**src/rtl/core/lru_key_set_unit_macros.svh**
```systemverilog
// ----------------------------------------------------------------------------
// LRU key set assertion macros
// Shared concurrent assertion forms used by the LRU key set unit.
// ----------------------------------------------------------------------------
`ifndef LRU_KEY_SET_UNIT_MACROS_SVH
`define LRU_KEY_SET_UNIT_MACROS_SVH

// Same-cycle implication, disabled while reset is high.
`define LKS_ASSERT_NOW(lbl, clk, rst, ante, cons, msg) \
   lbl: assert property (@(posedge clk) disable iff (rst) (ante) |-> (cons)) \
      else $error(msg);

// Next-cycle implication, disabled while reset is high.
`define LKS_ASSERT_NEXT(lbl, clk, rst, ante, cons, msg) \
   lbl: assert property (@(posedge clk) disable iff (rst) (ante) |=> (cons)) \
      else $error(msg);

`endif

```
**src/rtl/core/lks_pkg.sv**
```systemverilog
// ----------------------------------------------------------------------------
// LRU key set package
// Field widths, defaults and request kind codes.
// ----------------------------------------------------------------------------
`default_nettype none

package lks_pkg;

   localparam int KEY_W        = 48;
   localparam int KIND_W       = 2;
   localparam int DEF_CAPACITY = 64;
   localparam int DEF_OCC_W    = 7;

   typedef enum logic [KIND_W-1:0] {
      KIND_ADD    = 2'd0,
      KIND_LOOKUP = 2'd1,
      KIND_CLEAR  = 2'd2
   } kind_type;

endpackage

`default_nettype wire

```
**src/rtl/core/lks_ifs.sv**
```systemverilog
// ----------------------------------------------------------------------------
// LRU key set channels
// Valid/ready request and response channels of the LRU key set unit.
// ----------------------------------------------------------------------------
`default_nettype none

interface lks_req_if;
   logic                     valid;
   logic                     ready;
   logic [lks_pkg::KIND_W-1:0] kind;
   logic [lks_pkg::KEY_W-1:0]  block_key;

   modport source (output valid, output kind, output block_key, input ready);
   modport sink   (input valid, input kind, input block_key, output ready);
endinterface

interface lks_rsp_if #(
   parameter int OCC_W = lks_pkg::DEF_OCC_W
);
   logic                      valid;
   logic                      ready;
   logic                      hit;
   logic                      evicted;
   logic [lks_pkg::KEY_W-1:0] evicted_key;
   logic [OCC_W-1:0]          occupancy;

   modport source (output valid, output hit, output evicted, output evicted_key,
                   output occupancy, input ready);
   modport sink   (input valid, input hit, input evicted, input evicted_key,
                   input occupancy, output ready);
endinterface

`default_nettype wire

```
**src/rtl/core/lru_key_set_unit.sv**
```systemverilog
// ----------------------------------------------------------------------------
// LRU key set unit: fully associative least-recently-used set of block keys
// Add and lookup scan the entries; a hit or an add then walks them again to
// update the ranks. Clear and unused kinds go straight to the response beat.
// Request ready rises again in the cycle after the response beat.
// Reset (synchronous) empties the set and idles the sequencer; RAM is not cleared.
// ----------------------------------------------------------------------------
`default_nettype none
`include "lru_key_set_unit_macros.svh"

module lru_key_set_unit #(
   parameter int CAPACITY = lks_pkg::DEF_CAPACITY
) (
   input  wire logic  clock,
   input  wire logic  reset,     // synchronous, active high: empties the set
   lks_req_if.sink    req_bus,
   lks_rsp_if.source  rsp_bus
);

   // Entry index and recency rank share one width; the count must also hold
   // CAPACITY itself. The response occupancy field is driven from the CNT_W-wide count.
   localparam int IDX_W  = (CAPACITY > 1) ? $clog2(CAPACITY) : 1;
   localparam int RANK_W = IDX_W;
   localparam int CNT_W  = $clog2(CAPACITY + 1);
   localparam int KEY_W  = lks_pkg::KEY_W;
   localparam int ENT_W  = KEY_W + RANK_W;

   // ST_SCAN  : walk entries 0..count-1, find the key and the oldest entry
   // ST_UPDATE: walk them again, age the entries younger than the target,
   //            make the target most recent
   // ST_RESP  : hold the response beat until it is taken
   typedef enum logic [1:0] {
      ST_IDLE,
      ST_SCAN,
      ST_UPDATE,
      ST_RESP
   } state_type;

   // ------------------------------------------------------------------------
   // Entry RAM: {key, rank} per slot. Valid slots are always 0..count-1,
   // because an add fills the lowest free slot and only a clear or reset frees slots,
   // so the fill count stands in for per-entry valid bits.
   // ------------------------------------------------------------------------
   logic [ENT_W-1:0] entry_mem [CAPACITY];
   logic [ENT_W-1:0] rd_data_ff;
   logic             mem_we;
   logic [IDX_W-1:0] mem_waddr;
   logic [ENT_W-1:0] mem_wdata;

   // Control state
   state_type        state_ff,   state_in;
   logic [CNT_W-1:0] cnt_ff,     cnt_in;
   logic [CNT_W-1:0] ptr_ff,     ptr_in;
   logic             rvld_ff,    rvld_in;

   // Working registers for one request
   logic [CNT_W-1:0]            lim_ff,      lim_in;
   logic [IDX_W-1:0]            ridx_ff,     ridx_in;
   logic [lks_pkg::KIND_W-1:0]  kind_ff,     kind_in;
   logic [KEY_W-1:0]            key_ff,      key_in;
   logic                        found_ff,    found_in;
   logic [IDX_W-1:0]            slot_ff,     slot_in;
   logic [CNT_W-1:0]            thr_ff,      thr_in;
   logic                        have_old_ff, have_old_in;
   logic [IDX_W-1:0]            old_idx_ff,  old_idx_in;
   logic [RANK_W-1:0]           old_rank_ff, old_rank_in;
   logic [KEY_W-1:0]            old_key_ff,  old_key_in;

   // Response registers
   logic             hit_ff,   hit_in;
   logic             ev_ff,    ev_in;
   logic [KEY_W-1:0] evkey_ff, evkey_in;

   logic              rd_issue;
   logic              pass_done;
   logic [KEY_W-1:0]  rd_key;
   logic [RANK_W-1:0] rd_rank;
   logic              full;

   assign rd_key  = rd_data_ff[ENT_W-1 -: KEY_W];
   assign rd_rank = rd_data_ff[RANK_W-1:0];
   assign full    = (cnt_ff == CNT_W'(CAPACITY));

   // A read goes out each cycle of a pass until the pointer meets the limit;
   // the pass is over once the last read data has been consumed.
   assign rd_issue  = ((state_ff == ST_SCAN) || (state_ff == ST_UPDATE)) &&
                      (ptr_ff != lim_ff);
   assign pass_done = !rd_issue && !rvld_ff;

   assign req_bus.ready       = (state_ff == ST_IDLE);
   assign rsp_bus.valid       = (state_ff == ST_RESP);
   assign rsp_bus.hit         = hit_ff;
   assign rsp_bus.evicted     = ev_ff;
   assign rsp_bus.evicted_key = evkey_ff;
   assign rsp_bus.occupancy   = cnt_ff;

   // ------------------------------------------------------------------------
   // Sequencer
   // ------------------------------------------------------------------------
   always_comb begin
      state_in    = state_ff;
      cnt_in      = cnt_ff;
      ptr_in      = ptr_ff;
      rvld_in     = 1'b0;
      ridx_in     = ridx_ff;
      lim_in      = lim_ff;
      kind_in     = kind_ff;
      key_in      = key_ff;
      found_in    = found_ff;
      slot_in     = slot_ff;
      thr_in      = thr_ff;
      have_old_in = have_old_ff;
      old_idx_in  = old_idx_ff;
      old_rank_in = old_rank_ff;
      old_key_in  = old_key_ff;
      hit_in      = hit_ff;
      ev_in       = ev_ff;
      evkey_in    = evkey_ff;
      mem_we      = 1'b0;
      mem_waddr   = ridx_ff;
      mem_wdata   = {key_ff, RANK_W'(0)};

      // Advance the read pointer; tag the data that returns next cycle.
      if (rd_issue) begin
         ptr_in  = ptr_ff + CNT_W'(1);
         rvld_in = 1'b1;
         ridx_in = ptr_ff[IDX_W-1:0];
      end

      unique case (state_ff)
         ST_IDLE: begin
            if (req_bus.valid) begin
               kind_in     = req_bus.kind;
               key_in      = req_bus.block_key;
               hit_in      = 1'b0;
               ev_in       = 1'b0;
               evkey_in    = '0;
               found_in    = 1'b0;
               have_old_in = 1'b0;
               lim_in      = cnt_ff;
               ptr_in      = '0;
               unique case (req_bus.kind)
                  lks_pkg::KIND_ADD,
                  lks_pkg::KIND_LOOKUP: state_in = ST_SCAN;
                  lks_pkg::KIND_CLEAR: begin
                     cnt_in   = '0;
                     state_in = ST_RESP;
                  end
                  default: state_in = ST_RESP;   // unused kind: report count only
               endcase
            end
         end

         ST_SCAN: begin
            if (rvld_ff) begin
               // Keys are unique among valid entries; keep the first match.
               if (!found_ff && (rd_key == key_ff)) begin
                  found_in = 1'b1;
                  slot_in  = ridx_ff;
                  thr_in   = CNT_W'(rd_rank);
               end
               // Track the least recent entry for a possible eviction.
               if (!have_old_ff || (rd_rank > old_rank_ff)) begin
                  have_old_in = 1'b1;
                  old_idx_in  = ridx_ff;
                  old_rank_in = rd_rank;
                  old_key_in  = rd_key;
               end
            end
            if (pass_done) begin
               ptr_in = '0;
               priority if (found_ff) begin
                  // Hit on add or lookup: refresh the entry.
                  hit_in   = 1'b1;
                  state_in = ST_UPDATE;
               end else if ((kind_ff == lks_pkg::KIND_ADD) && !full) begin
                  // Append in the first free slot; every older entry ages.
                  mem_we    = 1'b1;
                  mem_waddr = cnt_ff[IDX_W-1:0];
                  mem_wdata = {key_ff, RANK_W'(0)};
                  slot_in   = cnt_ff[IDX_W-1:0];
                  thr_in    = cnt_ff + CNT_W'(1);
                  cnt_in    = cnt_ff + CNT_W'(1);
                  state_in  = ST_UPDATE;
               end else if ((kind_ff == lks_pkg::KIND_ADD) && have_old_ff) begin
                  // Full: drop the least recent entry and reuse its slot.
                  slot_in  = old_idx_ff;
                  thr_in   = CNT_W'(old_rank_ff);
                  ev_in    = 1'b1;
                  evkey_in = old_key_ff;
                  state_in = ST_UPDATE;
               end else begin
                  state_in = ST_RESP;    // lookup miss: nothing changes
               end
            end
         end

         ST_UPDATE: begin
            if (rvld_ff) begin
               mem_waddr = ridx_ff;
               if (ridx_ff == slot_ff) begin
                  mem_we    = 1'b1;
                  mem_wdata = {key_ff, RANK_W'(0)};
               end else if (CNT_W'(rd_rank) < thr_ff) begin
                  mem_we    = 1'b1;
                  mem_wdata = {rd_key, RANK_W'(rd_rank + RANK_W'(1))};
               end
            end
            if (pass_done) begin
               state_in = ST_RESP;
            end
         end

         ST_RESP: begin
            if (rsp_bus.ready) begin
               state_in = ST_IDLE;
            end
         end

         default: state_in = ST_IDLE;
      endcase
   end

   // State and registered outputs. Reset clears control state only.
   always_ff @(posedge clock) begin
      if (reset) begin
         state_ff <= ST_IDLE;
         cnt_ff   <= '0;
         ptr_ff   <= '0;
         rvld_ff  <= 1'b0;
      end else begin
         state_ff    <= state_in;
         cnt_ff      <= cnt_in;
         ptr_ff      <= ptr_in;
         rvld_ff     <= rvld_in;
         ridx_ff     <= ridx_in;
         lim_ff      <= lim_in;
         kind_ff     <= kind_in;
         key_ff      <= key_in;
         found_ff    <= found_in;
         slot_ff     <= slot_in;
         thr_ff      <= thr_in;
         have_old_ff <= have_old_in;
         old_idx_ff  <= old_idx_in;
         old_rank_ff <= old_rank_in;
         old_key_ff  <= old_key_in;
         hit_ff      <= hit_in;
         ev_ff       <= ev_in;
         evkey_ff    <= evkey_in;
      end
   end

   // Entry RAM: one write and one registered read per cycle. The read and write
   // addresses of an update pass never coincide (the write goes to the address read just before).
   always_ff @(posedge clock) begin
      if (mem_we) begin
         entry_mem[mem_waddr] <= mem_wdata;
      end
      rd_data_ff <= entry_mem[ptr_ff[IDX_W-1:0]];
   end

   // ------------------------------------------------------------------------
   // Assertions
   // ------------------------------------------------------------------------
   `LKS_ASSERT_NOW(a_cnt_bound, clock, reset, 1'b1, cnt_ff <= CNT_W'(CAPACITY),
                   "count above capacity")
   `LKS_ASSERT_NOW(a_evict_full, clock, reset, rsp_bus.valid && ev_ff,
                   full && !hit_ff, "eviction without full set or with hit")
   `LKS_ASSERT_NEXT(a_clear_empty, clock, reset,
                    req_bus.valid && req_bus.ready && (req_bus.kind == lks_pkg::KIND_CLEAR),
                    (cnt_ff == '0) && rsp_bus.valid, "clear did not empty the set")
   `LKS_ASSERT_NOW(a_write_in_range, clock, reset, mem_we,
                   CNT_W'(mem_waddr) <= cnt_ff, "write beyond the next free slot")

endmodule

`default_nettype wire
```
**src/flat_wrapper.sv**
```systemverilog
// flat-port wrapper written by rule: the top's interface ports become plain ports
module lru_key_set_unit_flat 
#(
   parameter int CAPACITY = lks_pkg::DEF_CAPACITY
)
  (clock, reset, req_bus_valid, req_bus_kind, req_bus_block_key, req_bus_ready, rsp_bus_valid, rsp_bus_hit, rsp_bus_evicted, rsp_bus_evicted_key, rsp_bus_occupancy, rsp_bus_ready);
  lks_req_if req_bus_i ();
  lks_rsp_if rsp_bus_i ();
  input  wire logic clock;
  input  wire logic reset;
  input wire logic [$bits(req_bus_i.valid)-1:0] req_bus_valid;
  input wire logic [$bits(req_bus_i.kind)-1:0] req_bus_kind;
  input wire logic [$bits(req_bus_i.block_key)-1:0] req_bus_block_key;
  output wire logic [$bits(req_bus_i.ready)-1:0] req_bus_ready;
  output wire logic [$bits(rsp_bus_i.valid)-1:0] rsp_bus_valid;
  output wire logic [$bits(rsp_bus_i.hit)-1:0] rsp_bus_hit;
  output wire logic [$bits(rsp_bus_i.evicted)-1:0] rsp_bus_evicted;
  output wire logic [$bits(rsp_bus_i.evicted_key)-1:0] rsp_bus_evicted_key;
  output wire logic [$bits(rsp_bus_i.occupancy)-1:0] rsp_bus_occupancy;
  input wire logic [$bits(rsp_bus_i.ready)-1:0] rsp_bus_ready;
  assign req_bus_i.valid = req_bus_valid;
  assign req_bus_i.kind = req_bus_kind;
  assign req_bus_i.block_key = req_bus_block_key;
  assign req_bus_ready = req_bus_i.ready;
  assign rsp_bus_valid = rsp_bus_i.valid;
  assign rsp_bus_hit = rsp_bus_i.hit;
  assign rsp_bus_evicted = rsp_bus_i.evicted;
  assign rsp_bus_evicted_key = rsp_bus_i.evicted_key;
  assign rsp_bus_occupancy = rsp_bus_i.occupancy;
  assign rsp_bus_i.ready = rsp_bus_ready;
  lru_key_set_unit #(.CAPACITY(CAPACITY)) u_core (.clock(clock), .reset(reset), .req_bus(req_bus_i), .rsp_bus(rsp_bus_i));
endmodule
```
**config.mk**
```make
export PLATFORM = sky130hd
export DESIGN_NAME = lru_key_set_unit_flat
export DESIGN_NICKNAME = d
export VERILOG_FILES = /design/src/rtl/core/lks_pkg.sv /design/src/rtl/core/lks_ifs.sv /design/src/rtl/core/lru_key_set_unit.sv /design/src/flat_wrapper.sv
export VERILOG_INCLUDE_DIRS = /design/src /design/src/rtl/core
export SDC_FILE = /design/constraint.sdc
export NUM_CORES = 2
export LEC_CHECK = 0
export BUFFER_PORTS_ARGS = -buffer_cell sky130_fd_sc_hd__buf_2
export CORE_UTILIZATION = 35
export CTS_BUF_LIST = sky130_fd_sc_hd__clkbuf_4
export CTS_CLUSTER_DIAMETER = 40
export CTS_CLUSTER_SIZE = 25
export DETAILED_ROUTE_END_ITERATION = 8
export PLACE_DENSITY = 0.5
export SYNTH_ARGS = -nofsm -noshare
export SYNTH_HDL_FRONTEND = slang
export SYNTH_SLANG_ARGS = --single-unit
export TNS_END_PERCENT = 100
```
**constraint.sdc**
```tcl
create_clock -name clock -period 7.5 [get_ports clock]
set_clock_uncertainty 0.05 [all_clocks]
set_input_delay 2.25 -clock clock [delete_from_list [all_inputs] [get_ports clock]]
set_output_delay 2.25 -clock clock [all_outputs]
set_load 0.01 [all_outputs]
```
==> impl_results.md <==
- Outcome: completed
- Critical path arrival: 6.65 ns
- Max FO, Critical Path: 24
- Tightest Pin Transition: 1.36 ns
- Top cell type by total area after synthesis: edfxtp_1
- DP HPWL: 220 mm
- H-tree depth: 5
- Cell depth of the worst hold path: 0
- Reg-to-reg setup timing slack: 1.92 ns
- Pre-CTS setup slack: 2.10 ns
- Gr usage total: 0.197
- Filler cells: 35.9k
- Pwr Density: 279 nW/µm²
- Synth warn: 0
- Rel. slew slack: 0.0928
- Reg area: 111,000 µm²
- Max-Cap Viols: 0
- Clock transition at path regs: 0.11 ns
- Async set-reset flop share out of synthesis: 0
- Final core utilization: 0.394
- Area of the multi-input gates: 30,300 µm²
- RR Startpoint: u_core.rsp_bus.occupancy[1]
- Avg Cell Area, Syn: 24.0 µm²
- Crit path time final: 5.58 ns
- CP required: 8.58 ns
- Worst Min Path Start: u_core.rd_data_ff[13]
- GRT Residual Overflow: 0
- Tcrit/Tclk final: 0.744
- FF-to-FF End: u_core.entry_mem[8][10]
- Worst Hold Class: reg2reg
- Max Freq: 0.179 GHz
- Core area: 403,000 µm²
- Port Buffers: 112
- Root buf cell: clkbuf_4
- Final Setup Violations: 0
- Layout cell share with drive strength beyond 1: 0.353
- WHS Endpoint: u_core.old_key_ff[7]
- Die area: 409,000 µm²
- TritonCTS clock tree: yes
- Routability-driven placement congestion ratio: 0.802
- Synthesized instance count: 5,933
- Worst r2r path cells: 10
- GR peak layer: met2
- Clock Latency Late Sink: 1.55 ns
- Drt drc: 0
- WL final: 407 mm
- Final Hold Vio Count: 0
- Clock buffer depth: 4
- Number of global-route vias before repair: 68.7k
- Synth cell types: 65
- CTS Buf Count: 484
- Post-synthesis register bit count: 3,715
- Largest net degree at the start of global routing: 114
- Worst Setup End Kind: register
- Final worst setup slack: 1.92 ns
- First-pass GRT wire length: 562 mm
- # resized after CTS: 0
- Met2 Use GR: 0.316
- Setup CP Type: reg2reg
- Cts hold-fix bufs: 0
- Slew Viols, Final: 0
- Die Wd: 639 µm
- Synth Flop Type: edfxtp_1
- Peak VDD IR: 141 µV
- Core Rows: 233
- Unrepaired setup endpoints after global routing: no
- Total Nets Final: 6,497
- Net count after synthesis: 6,006
- Synth top area share: 0.770
- 1st-pass router iterations: 5
- GRT met1 Usage: 0.280
- Antenna Nets Post-Route: 0
- Drt initial violations: 8,396
- Post-DR vias/cell: 5.47
- Seq/Total Area, Yosys: 0.780
- Top post-synthesis cells by area: edfxtp_1, mux4_2, dfxtp_1
- IO Pins: 113
- Most common cell after layout, fill and taps aside: edfxtp_1
- M3 GR Usage: 0.0309
- Area growth syn-to-layout: 11.8%
- Clk sinks: 3,715
- Post-Synthesis Cell Area: 142,000 µm²
- Most frequent cells in the layout: edfxtp_1, mux4_2, clkbuf_4
- Die Y: 639 µm
- Initial Utilization: 0.352
- Startpoint types: register
- Post-synth EDFFs: 3,644
- Via Count: 67.2k
- Wire per inst: 33.2 µm
- Postcts setup bufs: 0
- Initial antenna violation count: 39
- Static leakage: 46.5 nW
per-layer routing:
metal	wire length [µm]	vias up
met5	62	-
met4	11700	10
met3	28600	607
met2	193000	2680
met1	174000	37000
li1	-	26800
stage by stage:
step                std cells  hold slack (ns)  power [mW]  setup TNS, ns  instance area (µm²)
global placement        11300            0.416        30.9              0               151000
global route            12300            0.457        46.0              0               159000
CTS                     12300            0.442        44.9              0               159000
detailed placement      11300            0.413        31.0              0               151000
finish                  12300            0.447        44.3              0               159000
floorplan                5933            0.353        28.7        -361.86               142000
logic make-up (layout without fill, tap and decap cells):
kind of cell / Yosys count / after routing / synth area share
multiplexers: 1179 / 1179 / 0.176
AO/OA/AOI/OAI: 234 / 234 / 0.0121
adder cells (fa/ha/maj): 19 / 19 / 0.00167
XOR/XNOR: 71 / 71 / 0.00437
buffers and inverters: 354 / 1276 / 0.0125
flip-flops: 3715 / 3715 / 0.780
AND/OR/NAND/NOR: 361 / 361 / 0.0139
other: 0 / 11 / 0
sequential cells by signal, summed over array words and instances, names as in the netlist:
name / count
u_core.entry_mem: 3456
u_core.rd_data_ff: 54
u_core.key_ff: 48
u_core.old_key_ff: 48
u_core.rsp_bus.evicted_key: 48
u_core.lim_ff: 7
u_core.ptr_ff: 7
u_core.rsp_bus.occupancy: 7
u_core.thr_ff: 7
u_core.old_idx_ff: 6
u_core.old_rank_ff: 6
u_core.ridx_ff: 6
u_core.slot_ff: 6
u_core.kind_ff: 2
u_core.state_ff: 2
u_core.found_ff: 1
u_core.have_old_ff: 1
u_core.rsp_bus.evicted: 1
u_core.rsp_bus.hit: 1
u_core.rvld_ff: 1
power breakdown:
part | internal (mW) | switching [mW]
sequential | 23.8 | 0.446
combinational | 2.55 | 3.61
clock | 5.77 | 8.18
worst max-delay path, cell delays in order, from the launching register on:
cell and delay (ns):
dfxtp_1 0.55, inv_1 0.19, ha_1 0.25, a41oi_2 0.77, nand2_1 0.27, nor2_2 0.99, mux2i_1 0.48, buf_4 0.31
nor4_4 0.27, buf_4 0.51, buf_4 0.50
how the worst max path moves through the flow:
| stage | start | end | slack [ns] | cells after the start |
|---|---|---|---|---|
| after floorplan | u_core.rsp_bus.occupancy[0] | u_core.entry_mem[39][0] | -0.85 | 8 |
| after global placement | u_core.rsp_bus.occupancy[3] | u_core.entry_mem[8][10] | 2.23 | 9 |
| after detailed placement | u_core.rsp_bus.occupancy[1] | u_core.entry_mem[8][10] | 2.10 | 10 |
| after CTS | u_core.rsp_bus.occupancy[1] | u_core.entry_mem[55][22] | 1.98 | 9 |
| after global routing | u_core.rsp_bus.occupancy[0] | u_core.entry_mem[55][22] | 1.61 | 9 |
| final | u_core.rsp_bus.occupancy[1] | u_core.entry_mem[8][10] | 1.92 | 10 |
cells in the mapped netlist (5+ instances only):
cell type,instances
buf_4,30
nor2_1,52
mux4_2,1039
buf_2,85
a21oi_1,19
nor2b_1,41
xor2_1,54
a211oi_1,45
nor4b_1,30
and2_1,53
nand2_1,74
nand4_1,13
o22ai_1,22
inv_1,31
dfxtp_1,71
nand2b_1,5
nand3_1,14
o21ai_0,20
clkbuf_1,148
a22oi_1,68
nor4_1,14
buf_6,24
a41oi_1,7
edfxtp_1,3644
o221a_2,7
xnor2_1,17
nor3_1,43
ha_1,19
mux2i_1,67
buf_1,31
a221oi_1,7
and3_1,5
mux2_2,69
layout make-up:
cell class / instances / area share
clock inverter: 395 / 0.0267
sequential: 3715 / 0.697
tap: 5405 / 0.0425
multi-input combinational: 1864 / 0.191
clock buffer: 522 / 0.0247
inverter: 31 / 0.000732
antenna: 11 / 0.000173
timing repair buffer: 328 / 0.0172
No activity file was read; power rests on OpenSTA's default activity.
